`src/aprm_pkg.sv`:
```
// ----------------------------------------------------------------------------
// aprm_pkg
// shared widths, constants, sequencer states and divider control types
// ----------------------------------------------------------------------------
package aprm_pkg;

  localparam int TIME_W     = 48;
  localparam int TOTAL_W    = 56;
  localparam int CNT_W      = 7;
  localparam int TPS_W      = 32;
  localparam int PRESS_W    = 32;
  localparam int CFG_ADDR_W = 3;
  localparam int CFG_DATA_W = 32;

  // shared divider: dividend as wide as the total, divisor as wide as a time
  localparam int DIV_N_W    = TOTAL_W;
  localparam int DIV_D_W    = TIME_W;
  localparam int DIV_STEPS  = DIV_N_W;
  localparam int DIV_CNT_W  = $clog2(DIV_STEPS);

  localparam logic [TPS_W-1:0] TPS_RESET   = TPS_W'(1000000000);
  localparam logic [CNT_W-1:0] COUNT_LIMIT = CNT_W'(100);
  localparam logic [CNT_W-1:0] COUNT_KEEP  = CNT_W'(20);

  // last button codes
  localparam logic [1:0] BTN_NONE = 2'd0;
  localparam logic [1:0] BTN_ONE  = 2'd1;
  localparam logic [1:0] BTN_TWO  = 2'd2;

  // register index carried by paddr[2]
  localparam logic REG_TPS = 1'b0;

  typedef enum logic [2:0] {
    S_IDLE,
    S_MEAN_GO,
    S_MEAN_WAIT,
    S_MUL,
    S_SPEED_GO,
    S_SPEED_WAIT,
    S_DONE
  } seq_state_t;

  typedef struct packed {
    logic                 start;
    logic [DIV_N_W-1:0]   dividend;
    logic [DIV_D_W-1:0]   divisor;
  } div_req_t;

  typedef struct packed {
    logic                 busy;
    logic                 done;
    logic [DIV_N_W-1:0]   quotient;
  } div_rsp_t;

endpackage

```
`src/aprm_in_if.sv`:
```
// ----------------------------------------------------------------------------
// aprm_in_if
// press channel: button kind and timestamp with valid/ready
// ----------------------------------------------------------------------------
interface aprm_in_if;
  logic                        valid;
  logic                        ready;
  logic                        kind;
  logic [aprm_pkg::TIME_W-1:0] press_time;

  modport source (output valid, output kind, output press_time, input ready);
  modport sink   (input valid, input kind, input press_time, output ready);
endinterface

```
`src/aprm_out_if.sv`:
```
// ----------------------------------------------------------------------------
// aprm_out_if
// result channel: average, speed and counters with valid/ready
// ----------------------------------------------------------------------------
interface aprm_out_if;
  logic                         valid;
  logic                         ready;
  logic [aprm_pkg::TIME_W-1:0]  average_interval;
  logic [aprm_pkg::TPS_W-1:0]   press_speed;
  logic [aprm_pkg::CNT_W-1:0]   alternating_count;
  logic [aprm_pkg::PRESS_W-1:0] total_presses;
  logic                         counted;

  modport source (output valid, output average_interval, output press_speed,
                  output alternating_count, output total_presses, output counted,
                  input ready);
  modport sink   (input valid, input average_interval, input press_speed,
                  input alternating_count, input total_presses, input counted,
                  output ready);
endinterface

```
`src/aprm_div.sv`:
```
// ----------------------------------------------------------------------------
// aprm_div
// restoring unsigned divider, one quotient bit per cycle
// ----------------------------------------------------------------------------
module aprm_div (
  input  logic               clk,
  input  logic               rst_n,
  input  aprm_pkg::div_req_t req,
  output aprm_pkg::div_rsp_t rsp
);
  import aprm_pkg::*;

  logic [DIV_N_W-1:0]   quo_r, quo_nxt;
  logic [DIV_D_W-1:0]   rem_r, rem_nxt;
  logic [DIV_D_W-1:0]   dsr_r, dsr_nxt;
  logic [DIV_CNT_W-1:0] cnt_r, cnt_nxt;
  logic                 busy_r, busy_nxt;
  logic                 done_r, done_nxt;
  logic [DIV_D_W:0]     trial;
  logic [DIV_D_W:0]     diff;

  assign trial = {rem_r, quo_r[DIV_N_W-1]};
  assign diff  = trial - {1'b0, dsr_r};

  always_comb begin
    quo_nxt  = quo_r;
    rem_nxt  = rem_r;
    dsr_nxt  = dsr_r;
    cnt_nxt  = cnt_r;
    busy_nxt = busy_r;
    done_nxt = 1'b0;
    if (req.start) begin
      quo_nxt  = req.dividend;
      rem_nxt  = '0;
      dsr_nxt  = req.divisor;
      cnt_nxt  = '0;
      busy_nxt = 1'b1;
    end else if (busy_r) begin
      // no borrow means the trial remainder covers the divisor
      if (!diff[DIV_D_W]) begin
        rem_nxt = diff[DIV_D_W-1:0];
        quo_nxt = {quo_r[DIV_N_W-2:0], 1'b1};
      end else begin
        rem_nxt = trial[DIV_D_W-1:0];
        quo_nxt = {quo_r[DIV_N_W-2:0], 1'b0};
      end
      cnt_nxt = cnt_r + 1'b1;
      if (cnt_r == DIV_CNT_W'(DIV_STEPS - 1)) begin
        busy_nxt = 1'b0;
        done_nxt = 1'b1;
      end
    end
  end

  always_ff @(posedge clk) begin
    if (!rst_n) begin
      busy_r <= 1'b0;
      done_r <= 1'b0;
      cnt_r  <= '0;
    end else begin
      busy_r <= busy_nxt;
      done_r <= done_nxt;
      cnt_r  <= cnt_nxt;
    end
  end

  always_ff @(posedge clk) begin
    quo_r <= quo_nxt;
    rem_r <= rem_nxt;
    dsr_r <= dsr_nxt;
  end

  assign rsp.busy     = busy_r;
  assign rsp.done     = done_r;
  assign rsp.quotient = quo_r;

endmodule

```
`src/aprm_cfg.sv`:
```
// ----------------------------------------------------------------------------
// aprm_cfg
// apb register file holding ticks per second
// ----------------------------------------------------------------------------
module aprm_cfg (
  input  logic                            clk,
  input  logic                            rst_n,
  input  logic                            psel,
  input  logic                            penable,
  input  logic                            pwrite,
  input  logic [aprm_pkg::CFG_ADDR_W-1:0] paddr,
  input  logic [aprm_pkg::CFG_DATA_W-1:0] pwdata,
  output logic [aprm_pkg::CFG_DATA_W-1:0] prdata,
  output logic                            pready,
  output logic [aprm_pkg::TPS_W-1:0]      tps
);
  import aprm_pkg::*;

  logic [TPS_W-1:0] tps_r;
  logic             wr_en;

  assign pready = 1'b1;
  assign wr_en  = psel && penable && pwrite && pready;

  always_ff @(posedge clk) begin
    if (!rst_n) begin
      tps_r <= TPS_RESET;
    end else if (wr_en && paddr[2] == REG_TPS) begin
      tps_r <= pwdata[TPS_W-1:0];
    end
  end

  always_comb begin
    unique case (paddr[2])
      REG_TPS: prdata = CFG_DATA_W'(tps_r);
      default: prdata = '0;
    endcase
  end

  assign tps = tps_r;

endmodule

```
`src/alternating_press_rate_meter_core.sv`:
```
// ----------------------------------------------------------------------------
// alternating_press_rate_meter_core
// alternating two-button press rate meter with apb configuration
// ----------------------------------------------------------------------------
// One result transaction per press transaction. A press of the button other
// than the last one adds the wrapped interval to a running total; the mean is
// the total over the count and the speed is ticks per second over the mean.
// Both quotients come from one shared restoring divider that retires one bit
// per cycle over 56 steps. The input takes a new press once the sequencer is
// idle again: a counted press runs the mean division, the multiply and the
// speed division, one that does not alternate only the speed division; while
// the mean is zero the speed division is skipped. A result that still waits in
// a stalled output register when the next one is finished adds that stall. The
// input channel is ready only while the sequencer is idle; a finished result
// sits in the output register so the next press can be taken while it waits.
module alternating_press_rate_meter_core (
  input  logic                            clk,
  input  logic                            rst_n,
  aprm_in_if.sink                         in_ch,
  aprm_out_if.source                      out_ch,
  input  logic                            cfg_psel,
  input  logic                            cfg_penable,
  input  logic                            cfg_pwrite,
  input  logic [aprm_pkg::CFG_ADDR_W-1:0] cfg_paddr,
  input  logic [aprm_pkg::CFG_DATA_W-1:0] cfg_pwdata,
  output logic [aprm_pkg::CFG_DATA_W-1:0] cfg_prdata,
  output logic                            cfg_pready
);
  import aprm_pkg::*;

  seq_state_t state_r, state_nxt;

  // meter state
  logic [1:0]         prev_btn_r, prev_btn_nxt;
  logic [TIME_W-1:0]  prev_time_r, prev_time_nxt;
  logic [TOTAL_W-1:0] total_r, total_nxt;
  logic [CNT_W-1:0]   count_r, count_nxt;
  logic [TIME_W-1:0]  mean_r, mean_nxt;
  logic [PRESS_W-1:0] presses_r, presses_nxt;

  // per press working values
  logic               counted_r, counted_nxt;
  logic [TPS_W-1:0]   speed_r, speed_nxt;

  // output register
  logic               ovalid_r, ovalid_nxt;
  logic [TIME_W-1:0]  oavg_r, oavg_nxt;
  logic [TPS_W-1:0]   ospeed_r, ospeed_nxt;
  logic [CNT_W-1:0]   ocount_r, ocount_nxt;
  logic [PRESS_W-1:0] opress_r, opress_nxt;
  logic               ocounted_r, ocounted_nxt;

  logic [TPS_W-1:0]   tps;
  div_req_t           div_req;
  div_rsp_t           div_rsp;

  logic               in_acc;
  logic [1:0]         button;
  logic [1:0]         other;
  logic [TIME_W-1:0]  gap;
  logic [CNT_W-1:0]   mul_op;
  logic [TOTAL_W-1:0] product;

  aprm_cfg u_cfg (
    .clk     (clk),
    .rst_n   (rst_n),
    .psel    (cfg_psel),
    .penable (cfg_penable),
    .pwrite  (cfg_pwrite),
    .paddr   (cfg_paddr),
    .pwdata  (cfg_pwdata),
    .prdata  (cfg_prdata),
    .pready  (cfg_pready),
    .tps     (tps)
  );

  aprm_div u_div (
    .clk   (clk),
    .rst_n (rst_n),
    .req   (div_req),
    .rsp   (div_rsp)
  );

  assign in_ch.ready = (state_r == S_IDLE);
  assign in_acc      = in_ch.valid && in_ch.ready;

  // kind 0 is button one, kind 1 button two
  assign button = in_ch.kind ? BTN_TWO : BTN_ONE;
  assign other  = in_ch.kind ? BTN_ONE : BTN_TWO;
  // wraps naturally at the timestamp width
  assign gap    = in_ch.press_time - prev_time_r;

  // count above the limit folds back to the kept count, in the same multiply
  assign mul_op  = (count_r > COUNT_LIMIT) ? COUNT_KEEP : count_r;
  assign product = TOTAL_W'(mean_r) * TOTAL_W'(mul_op);

  always_comb begin
    state_nxt     = state_r;
    prev_btn_nxt  = prev_btn_r;
    prev_time_nxt = prev_time_r;
    total_nxt     = total_r;
    count_nxt     = count_r;
    mean_nxt      = mean_r;
    presses_nxt   = presses_r;
    counted_nxt   = counted_r;
    speed_nxt     = speed_r;
    ovalid_nxt    = ovalid_r;
    oavg_nxt      = oavg_r;
    ospeed_nxt    = ospeed_r;
    ocount_nxt    = ocount_r;
    opress_nxt    = opress_r;
    ocounted_nxt  = ocounted_r;
    div_req       = '0;

    // output register drains independently of the sequencer
    if (ovalid_r && out_ch.ready) begin
      ovalid_nxt = 1'b0;
    end

    unique case (state_r)
      S_IDLE: begin
        if (in_acc) begin
          prev_btn_nxt  = button;
          prev_time_nxt = in_ch.press_time;
          presses_nxt   = presses_r + 1'b1;
          counted_nxt   = (prev_btn_r == other);
          if (prev_btn_r == other) begin
            total_nxt = total_r + TOTAL_W'(gap);
            count_nxt = count_r + 1'b1;
            state_nxt = S_MEAN_GO;
          end else begin
            state_nxt = S_SPEED_GO;
          end
        end
      end
      S_MEAN_GO: begin
        div_req.start    = 1'b1;
        div_req.dividend = total_r;
        div_req.divisor  = DIV_D_W'(count_r);
        state_nxt        = S_MEAN_WAIT;
      end
      S_MEAN_WAIT: begin
        if (div_rsp.done) begin
          mean_nxt  = div_rsp.quotient[TIME_W-1:0];
          state_nxt = S_MUL;
        end
      end
      S_MUL: begin
        // rebuild the total from the truncated mean
        total_nxt = product;
        count_nxt = mul_op;
        state_nxt = S_SPEED_GO;
      end
      S_SPEED_GO: begin
        if (mean_r == '0) begin
          speed_nxt = '0;
          state_nxt = S_DONE;
        end else begin
          div_req.start    = 1'b1;
          div_req.dividend = DIV_N_W'(tps);
          div_req.divisor  = mean_r;
          state_nxt        = S_SPEED_WAIT;
        end
      end
      S_SPEED_WAIT: begin
        if (div_rsp.done) begin
          // ticks per second fits 32 bits, so does the quotient
          speed_nxt = div_rsp.quotient[TPS_W-1:0];
          state_nxt = S_DONE;
        end
      end
      S_DONE: begin
        // wait for a free output register
        if (!ovalid_r || out_ch.ready) begin
          ovalid_nxt   = 1'b1;
          oavg_nxt     = mean_r;
          ospeed_nxt   = speed_r;
          ocount_nxt   = count_r;
          opress_nxt   = presses_r;
          ocounted_nxt = counted_r;
          state_nxt    = S_IDLE;
        end
      end
      default: begin
        state_nxt = S_IDLE;
      end
    endcase
  end

  always_ff @(posedge clk) begin
    if (!rst_n) begin
      state_r <= S_IDLE;
    end else begin
      state_r <= state_nxt;
    end
  end

  always_ff @(posedge clk) begin
    if (!rst_n) begin
      prev_btn_r  <= BTN_NONE;
      prev_time_r <= '0;
      total_r     <= '0;
      count_r     <= '0;
      mean_r      <= '0;
      presses_r   <= '0;
      ovalid_r    <= 1'b0;
    end else begin
      prev_btn_r  <= prev_btn_nxt;
      prev_time_r <= prev_time_nxt;
      total_r     <= total_nxt;
      count_r     <= count_nxt;
      mean_r      <= mean_nxt;
      presses_r   <= presses_nxt;
      ovalid_r    <= ovalid_nxt;
    end
  end

  // payload registers
  always_ff @(posedge clk) begin
    counted_r  <= counted_nxt;
    speed_r    <= speed_nxt;
    oavg_r     <= oavg_nxt;
    ospeed_r   <= ospeed_nxt;
    ocount_r   <= ocount_nxt;
    opress_r   <= opress_nxt;
    ocounted_r <= ocounted_nxt;
  end

  assign out_ch.valid             = ovalid_r;
  assign out_ch.average_interval  = oavg_r;
  assign out_ch.press_speed       = ospeed_r;
  assign out_ch.alternating_count = ocount_r;
  assign out_ch.total_presses     = opress_r;
  assign out_ch.counted           = ocounted_r;

endmodule

```
`src/flat_wrapper.sv`:
```
// flat-port wrapper written by rule: the top's interface ports become plain ports
module alternating_press_rate_meter_core_flat import aprm_pkg::*;
  (clk, rst_n, cfg_psel, cfg_penable, cfg_pwrite, cfg_paddr, cfg_pwdata, cfg_prdata, cfg_pready, in_ch_valid, in_ch_kind, in_ch_press_time, in_ch_ready, out_ch_valid, out_ch_average_interval, out_ch_press_speed, out_ch_alternating_count, out_ch_total_presses, out_ch_counted, out_ch_ready);
  aprm_in_if in_ch_i ();
  aprm_out_if out_ch_i ();
  input  logic clk;
  input  logic rst_n;
  input  logic cfg_psel;
  input  logic cfg_penable;
  input  logic cfg_pwrite;
  input  logic [aprm_pkg::CFG_ADDR_W-1:0] cfg_paddr;
  input  logic [aprm_pkg::CFG_DATA_W-1:0] cfg_pwdata;
  output logic [aprm_pkg::CFG_DATA_W-1:0] cfg_prdata;
  output logic cfg_pready;
  input wire logic [$bits(in_ch_i.valid)-1:0] in_ch_valid;
  input wire logic [$bits(in_ch_i.kind)-1:0] in_ch_kind;
  input wire logic [$bits(in_ch_i.press_time)-1:0] in_ch_press_time;
  output wire logic [$bits(in_ch_i.ready)-1:0] in_ch_ready;
  output wire logic [$bits(out_ch_i.valid)-1:0] out_ch_valid;
  output wire logic [$bits(out_ch_i.average_interval)-1:0] out_ch_average_interval;
  output wire logic [$bits(out_ch_i.press_speed)-1:0] out_ch_press_speed;
  output wire logic [$bits(out_ch_i.alternating_count)-1:0] out_ch_alternating_count;
  output wire logic [$bits(out_ch_i.total_presses)-1:0] out_ch_total_presses;
  output wire logic [$bits(out_ch_i.counted)-1:0] out_ch_counted;
  input wire logic [$bits(out_ch_i.ready)-1:0] out_ch_ready;
  assign in_ch_i.valid = in_ch_valid;
  assign in_ch_i.kind = in_ch_kind;
  assign in_ch_i.press_time = in_ch_press_time;
  assign in_ch_ready = in_ch_i.ready;
  assign out_ch_valid = out_ch_i.valid;
  assign out_ch_average_interval = out_ch_i.average_interval;
  assign out_ch_press_speed = out_ch_i.press_speed;
  assign out_ch_alternating_count = out_ch_i.alternating_count;
  assign out_ch_total_presses = out_ch_i.total_presses;
  assign out_ch_counted = out_ch_i.counted;
  assign out_ch_i.ready = out_ch_ready;
  alternating_press_rate_meter_core u_core (.clk(clk), .rst_n(rst_n), .in_ch(in_ch_i), .out_ch(out_ch_i), .cfg_psel(cfg_psel), .cfg_penable(cfg_penable), .cfg_pwrite(cfg_pwrite), .cfg_paddr(cfg_paddr), .cfg_pwdata(cfg_pwdata), .cfg_prdata(cfg_prdata), .cfg_pready(cfg_pready));
endmodule
```
`config.mk`:
```
export PLATFORM = sky130hd
export DESIGN_NAME = alternating_press_rate_meter_core_flat
export DESIGN_NICKNAME = d
export VERILOG_FILES = /design/src/aprm_pkg.sv /design/src/aprm_in_if.sv /design/src/aprm_out_if.sv /design/src/aprm_div.sv /design/src/aprm_cfg.sv /design/src/alternating_press_rate_meter_core.sv /design/src/flat_wrapper.sv
export SDC_FILE = /design/constraint.sdc
export NUM_CORES = 2
export LEC_CHECK = 0
export BUFFER_PORTS_ARGS = -buffer_cell sky130_fd_sc_hd__buf_4
export CELL_PAD_IN_SITES_DETAIL_PLACEMENT = 1
export CELL_PAD_IN_SITES_GLOBAL_PLACEMENT = 1
export CORE_MARGIN = 2
export CORE_UTILIZATION = 30
export CTS_CLUSTER_DIAMETER = 200
export DETAILED_ROUTE_END_ITERATION = 10
export GPL_ROUTABILITY_DRIVEN = 0
export MAX_ROUTING_LAYER = met4
export PLACE_DENSITY = 0.59
export SYNTH_ARGS = -nofsm -noshare
export SYNTH_HDL_FRONTEND = slang
export SYNTH_SLANG_ARGS = --single-unit
```
`constraint.sdc`:
```
create_clock -name clk -period 8.75 [get_ports clk]
set_clock_uncertainty 0.1 [all_clocks]
set_input_delay 0.4375 -clock clk [delete_from_list [all_inputs] [get_ports clk]]
set_output_delay 0.4375 -clock clk [all_outputs]
set_load 0.01 [all_outputs]
```
**After elaboration in Yosys (flattened, before gate mapping)**

Cells that the tools add are included.

- Output and inout bits: 155
- Flip-flop bits (word level): 542
- Input port bits: 91
- Word-level logic and storage cells: 100

- Add/subtract/negate cells: 6
- Reductions and logical operators: 20
- Magnitude comparators: 1
- Bitwise logic cells: 3
- Multiply operators: 1
- Muxes and demuxes: 33
- Eq/ne operators: 14

Operators by type and width:

| cell | number |
|---|---|
| two-way mux 56 bit | 4 |
| case mux 105 bit (2 select lines) | 1 |
| case mux 56 bit (2 select lines) | 1 |
| two-way mux 105 bit | 1 |
| two-way mux 32 bit | 3 |
| case mux 32 bit (2 select lines) | 1 |
| adder 56 x 48 -> 56 bit | 1 |
| multiplier 48 x 7 -> 55 bit | 1 |
| subtractor 49 x 48 -> 49 bit | 1 |
| zero test 48 bit | 1 |
| two-way mux 48 bit | 1 |
| subtractor 48 bit | 1 |
| adder 32 x 1 -> 32 bit (second input constant) | 1 |
| two-way mux 7 bit | 3 |
| case mux 3 bit (7 select lines) | 1 |
| two-way mux 3 bit | 5 |
| case mux 7 bit (2 select lines) | 1 |
| equality test 3 bit (second input constant) | 3 |
| two-way mux 1 bit | 8 |
| != test 2 bit (second input constant) | 4 |
| adder 7 x 1 -> 7 bit (second input constant) | 1 |
| > comparator 7 bit (second input constant) | 1 |
| adder 6 x 1 -> 6 bit (second input constant) | 1 |
| equality test 3 x 2 -> 1 bit (second input constant) | 2 |
| other kinds (16) | 30 |

**Logic depth before layout (Yosys ltp)**

- Word-level depth: 5
- Depth in mapped cells: 28
- Gate-level depth less buffers: 27

**Hierarchy**

A second synthesis with hierarchy kept.

- Cells, all modules: 4,534
- Area, all modules: 40,913.0 µm²

Modules (own cells, without submodules):

| module | times used | area each (µm²) | cells each | sequential area each (µm²) |
|---|---|---|---|---|
| alternating_press_rate_meter_core | 1 | 29,907.4 | 3,442 | 8,538.2 |
| aprm_div | 1 | 9,402.8 | 915 | 4,244.1 |
| aprm_cfg | 1 | 1,602.8 | 177 | 640.6 |

**Least setup slack after synthesis**

Ideal clock, no wire load.

- Path kind: register to register
- Start: register u_core.state_r[2]
- End: register u_core.ocount_r[0] (netlist: u_core.out_ch.alternating_count[0]) (enable)
- Period minus slack after synthesis: 6.938 ns
- Buffers on the path: 2
- Stages on the path, launching flop included: 5
- Arrival time: 6.225 ns
- Setup slack: 1.812 ns
- Setup time: 0.613 ns
- Required time: 8.037 ns
- Path through: dfxtp_1 -> clkbuf_1 -> clkbuf_1 -> nand3_1 -> nor2b_1

- Word-level cells in the longest chain between the ends: 2

RTL lines:

| what | line | text |
|---|---|---|
| start: declaration | alternating_press_rate_meter_core.sv:31 | `seq_state_t state_r, state_nxt;` |
| start signal: assignment | alternating_press_rate_meter_core.sv:194 | `state_r <= state_nxt;` |
| equality test 3 bit | alternating_press_rate_meter_core.sv:120 | `unique case (state_r)` |
| AND reduction 2 bit (no line) | - |  |
| end signal: assignment | alternating_press_rate_meter_core.sv:224 | `ocount_r <= ocount_nxt;` |
| end: declaration | alternating_press_rate_meter_core.sv:49 | `logic [CNT_W-1:0] ocount_r, ocount_nxt;` |

No other way between the ends.
A chain may end at the register's enable or synchronous reset.

**Final worst setup path**

- Start: register u_core.count_r[0]
- End: register u_core.total_r[36]

- Word-level cells in the longest chain between the ends: 4

RTL lines:

| what | line | text |
|---|---|---|
| start: declaration | alternating_press_rate_meter_core.sv:37 | `logic [CNT_W-1:0] count_r, count_nxt;` |
| start signal: assignment | alternating_press_rate_meter_core.sv:211 | `count_r <= count_nxt;` |
| > comparator 7 bit | alternating_press_rate_meter_core.sv:94 | `assign mul_op = (count_r > COUNT_LIMIT) ? COUNT_KEEP : count_r;` |
| two-way mux 7 bit * | alternating_press_rate_meter_core.sv:94 |  |
| multiplier 48 x 7 -> 55 bit * | alternating_press_rate_meter_core.sv:95 | `assign product = TOTAL_W'(mean_r) * TOTAL_W'(mul_op);` |
| case mux 56 bit (2 select lines) * | alternating_press_rate_meter_core.sv:120 |  |
| end signal: assignment | alternating_press_rate_meter_core.sv:210 | `total_r <= total_nxt;` |
| end: declaration | alternating_press_rate_meter_core.sv:36 | `logic [TOTAL_W-1:0] total_r, total_nxt;` |

Mark *: on every way between the ends. The rest lies on a longest branch, timed or not.

==> key figures <==
Setup path
  – CP arrival: 8190 ps
  – Cell chain of the critical path: inv_1 -> ha_1 -> nor2b_1 -> o311a_1 -> nor2b_2 -> and2_1 -> fa_1 -> inv_1 -> fa_1 -> inv_1 -> fa_1 -> fa_1 -> ha_1 -> a2111oi_1 -> o21ai_0 -> a21oi_1 -> o21ai_0 -> nand4_1 -> nor2b_1 -> o21ai_0 -> a221oi_1 -> xor2_1 -> o22ai_1
  – Crit-path max FO: 14
  – CP max stage delay: 560 ps
  – Top cell by count, worst path: fa_1
  – CP bufs+invs: 3
  – Critical path's top delay family: compound AO/OA/AOI/OAI gates
  – Crit end category: register
  – R2R cell count: 23
  – Slowest CP cell: a221oi_1
  – Worst Setup Path Type: register to register
  – Worst Path Required: 9210 ps
  – Nature of the critical path startpoint: register
  – CP Depth: 23

Drt
  – Highest metal layer with signal wires: met4
  – Drt initial violations: 1714
  – Metal2 WL: 58280 um
  – DRC violations left: 0
  – WL met1: 60610 um
  – Via density: 4.984
  – DR pass1 iterations: 5
  – Routed WL per cell: 19.87 um
  – Met3 routed WL: 4250 um
  – Vias post-DR: 31750
  – Antenna-violating nets left: 0
  – Wirelength, routed: 126600 um

CTS
  – Clock Pin Slew Worst Setup and Hold Paths: 60 ps
  – CTS tree: built
  – Clock latency at the later pin of the worst-skew pair: 680 ps
  – # clock sinks: 542
  – CTS Hold Bufs: 81
  – Num CTS Buffers: 68
  – Setup Buffers After CTS: 0
  – CTS resizes: 0
  – Root buf cell: clkbuf_16
  – Depth of the CTS H-tree: 3
  – Longest Clk Path Bufs: 3

Floorplanning
  – I/O Pins: 246
  – Initial core utilization: 0.3022
  – Total die area: 133200 um^2
  – Site row count: 132
  – Die height: 364.9 um
  – Die Width: 364.9 um
  – Core ar.: 129300 um^2

Synthesis
  – Yosys warns: 0
  – Most area-consuming cells after synthesis: edfxtp_1, dfxtp_1, fa_1
  – Synthesized cell area: 39080 um^2
  – Mapped Avg Cell Area: 8.978 um^2
  – Post-Syn Instances: 4353
  – Cell accounting for the most synthesized area: edfxtp_1
  – Synth top cells by count: nand2_1, a21oi_1, inv_1, and2_1, dfxtp_1
  – Flops & latches, synth: 542
  – Most numerous cell in the Yosys netlist: nand2_1
  – Synth top area share: 0.1975
  – Post-Syn Nets: 4896
  – Distinct cells, synth: 88
  – Post-synth ARST share: 0
  – Synth Flop Type: dfxtp_1
  – Sequential cell area fraction in the yosys report: 0.3435
  – Post-synth EDFFs: 257

Final layout
  – Layout area overhead: 17.04%
  – Cell Count, Final, Fillers Out: 6370
  – Area occupied by multi-input gates: 23540 um^2
  – FILL cells: 14980
  – Layout cells sized above 1: 0.09814
  – Nets: 5113
  – Reg area: 13420 um^2

Worst hold path
  – WHS Path Cells: 3
  – Worst hold path class: primary input to register

STA
  – Min Tclk post-route: 7731 ps
  – Hold WS: 180.6 ps
  – Fmax: 129.4 MHz
  – Period utilization: 0.8835
  – Final Hold Viols: 0
  – RSZ-0062 raised after global routing: no
  – Slew @ Worst Pin: 1266 ps
  – Setup TNS: 0 ps
  – Max-slew violation count: 0
  – Final setup fails: 0
  – Max transition margin: 0.1552

Power
  – Int Power: 0.006310 W
  – PwrDens: 222.0 nW/um^2
  – Part of the power in registers: 0.342
  – Peak supply drop: 184.9 uV
  – Switch Pwr: 0.003846 W
  – Leakage: 19.78 nW
  – Clock group share of total power: 0.281
  – Logic gate share of total power: 0.377
  – Switching share of power: 0.3787

Run
  – Max Cap Viol: 0

Placement
  – Cell Count Post-Placement: 6161
  – Port buffer count: 242
  – Hpwl dp: 94670 um

Global route
  – Congestion Overflow GR: 0
  – Largest net degree at the start of global routing: 84
  – Number of global-route vias before repair: 33540
  – First-pass GRT wire length: 198600 um
  – GRT Resource Usage Total: 0.1968
  – Initial antenna violation count: 3

Outcome
  – Outcome: finished clean
==> area by class of cell <==
cell class / instances / area share
multi-input cells: 3233 / 0.5146
flip-flops and latches: 542 / 0.2935
repair buffers: 377 / 0.06631
well taps: 1742 / 0.04765
clock buffers: 95 / 0.04199
inverters: 348 / 0.02867
clock inverters: 31 / 0.007194
diodes: 2 / 0.0001094
==> metal layers <==
layer | up-vias | track usage
met4 | 0 | 0.05947
met3 | 164 | 0.02269
li1 | 15390 | -
met1 | 15710 | 0.2665
met5 | - | -
met2 | 485 | 0.3083
==> through the flow <==
step           power (W)  area (um^2)  utilization  worst slack [ps]
4_1_cts          0.01030        45740       0.3537              1025
5_1_grt          0.01085        45740       0.3537             374.0
3_3_place_gp    0.007285        42670       0.3300              1159
3_5_place_dp    0.007354        42670       0.3300              1071
2_1_floorplan   0.006230        39080            -              1812
6_report         0.01016        45740       0.3537              1019
==> kinds of logic after synthesis <==
| family | after synthesis | synth area share |
|---|---|---|
| buffers and inverters | 578 | 0.05622 |
| flip-flops | 542 | 0.3435 |
| AO/OA/AOI/OAI | 1042 | 0.1688 |
| AND/OR/NAND/NOR | 1485 | 0.1841 |
| XOR/XNOR | 219 | 0.04927 |
| adder cells (fa/ha/maj) | 452 | 0.1893 |
| multiplexers | 34 | 0.008708 |
| other | 1 | 0.00009595 |
==> worst min-delay path, cell delays in order <==
cell and delay [ps]:
buf_4 170, nand2_1 220, nor2_1 80
==> worst paths after layout <==
path                                    startpoint                                      end  slack, ps
setup / recovery    u_core.count_r[0]$_SDFFE_PN0P_          u_core.total_r[36]$_SDFFE_PN0P_       1020
setup reg to reg    u_core.count_r[0]$_SDFFE_PN0P_          u_core.total_r[36]$_SDFFE_PN0P_       1020
hold / removal                               rst_n       u_core.u_div.cnt_r[5]$_SDFFE_PP0P_        180
hold reg to reg   u_core.speed_r[25]$_SDFFCE_PN0P_  u_core.out_ch.press_speed[25]$_DFFE_PP_        310
==> power by group through the flow <==
stage                     clock (W)  sequential [W]  combinational [W]
after CTS                   0.00294         0.00348            0.00387
after global placement            0         0.00352            0.00376
after detailed placement          0         0.00353            0.00382
after floorplan                   0         0.00344            0.00279
after global routing        0.00302         0.00352            0.00431
final                       0.00285         0.00347            0.00383
==> registers in the layout, indices dropped and copies added, names as in the netlist, 2 cells and up <==
signal / count
u_core.out_ch.average_interval: 48
u_core.speed_r: 32
u_core.prev_btn_r: 2
u_core.u_cfg.tps: 32
u_core.count_r: 7
u_core.u_div.cnt_r: 6
u_core.out_ch.alternating_count: 7
u_core.u_div.dsr_r: 48
u_core.state_r: 3
u_core.out_ch.press_speed: 32
u_core.u_div.quo_r: 56
u_core.u_div.rem_r: 48
u_core.total_r: 56
u_core.out_ch.total_presses: 32
u_core.presses_r: 32
u_core.mean_r: 48
u_core.prev_time_r: 48
==> cells in the final DEF, fill, tap and decap left out, types with 185 or more instances in the layout <==
| master | netlist | layout |
|---|---|---|
| nand2_1 | 635 | 633 |
| a21oi_1 | 372 | 372 |
| inv_1 | 346 | 344 |
| and2_1 | 303 | 303 |
| buf_4 | 4 | 296 |
| dfxtp_1 | 285 | 284 |
| edfxtp_1 | 257 | 257 |
| fa_1 | 232 | 232 |
| ha_1 | 220 | 220 |
| o21ai_0 | 185 | 185 |
(Power assumes the default switching activity.)
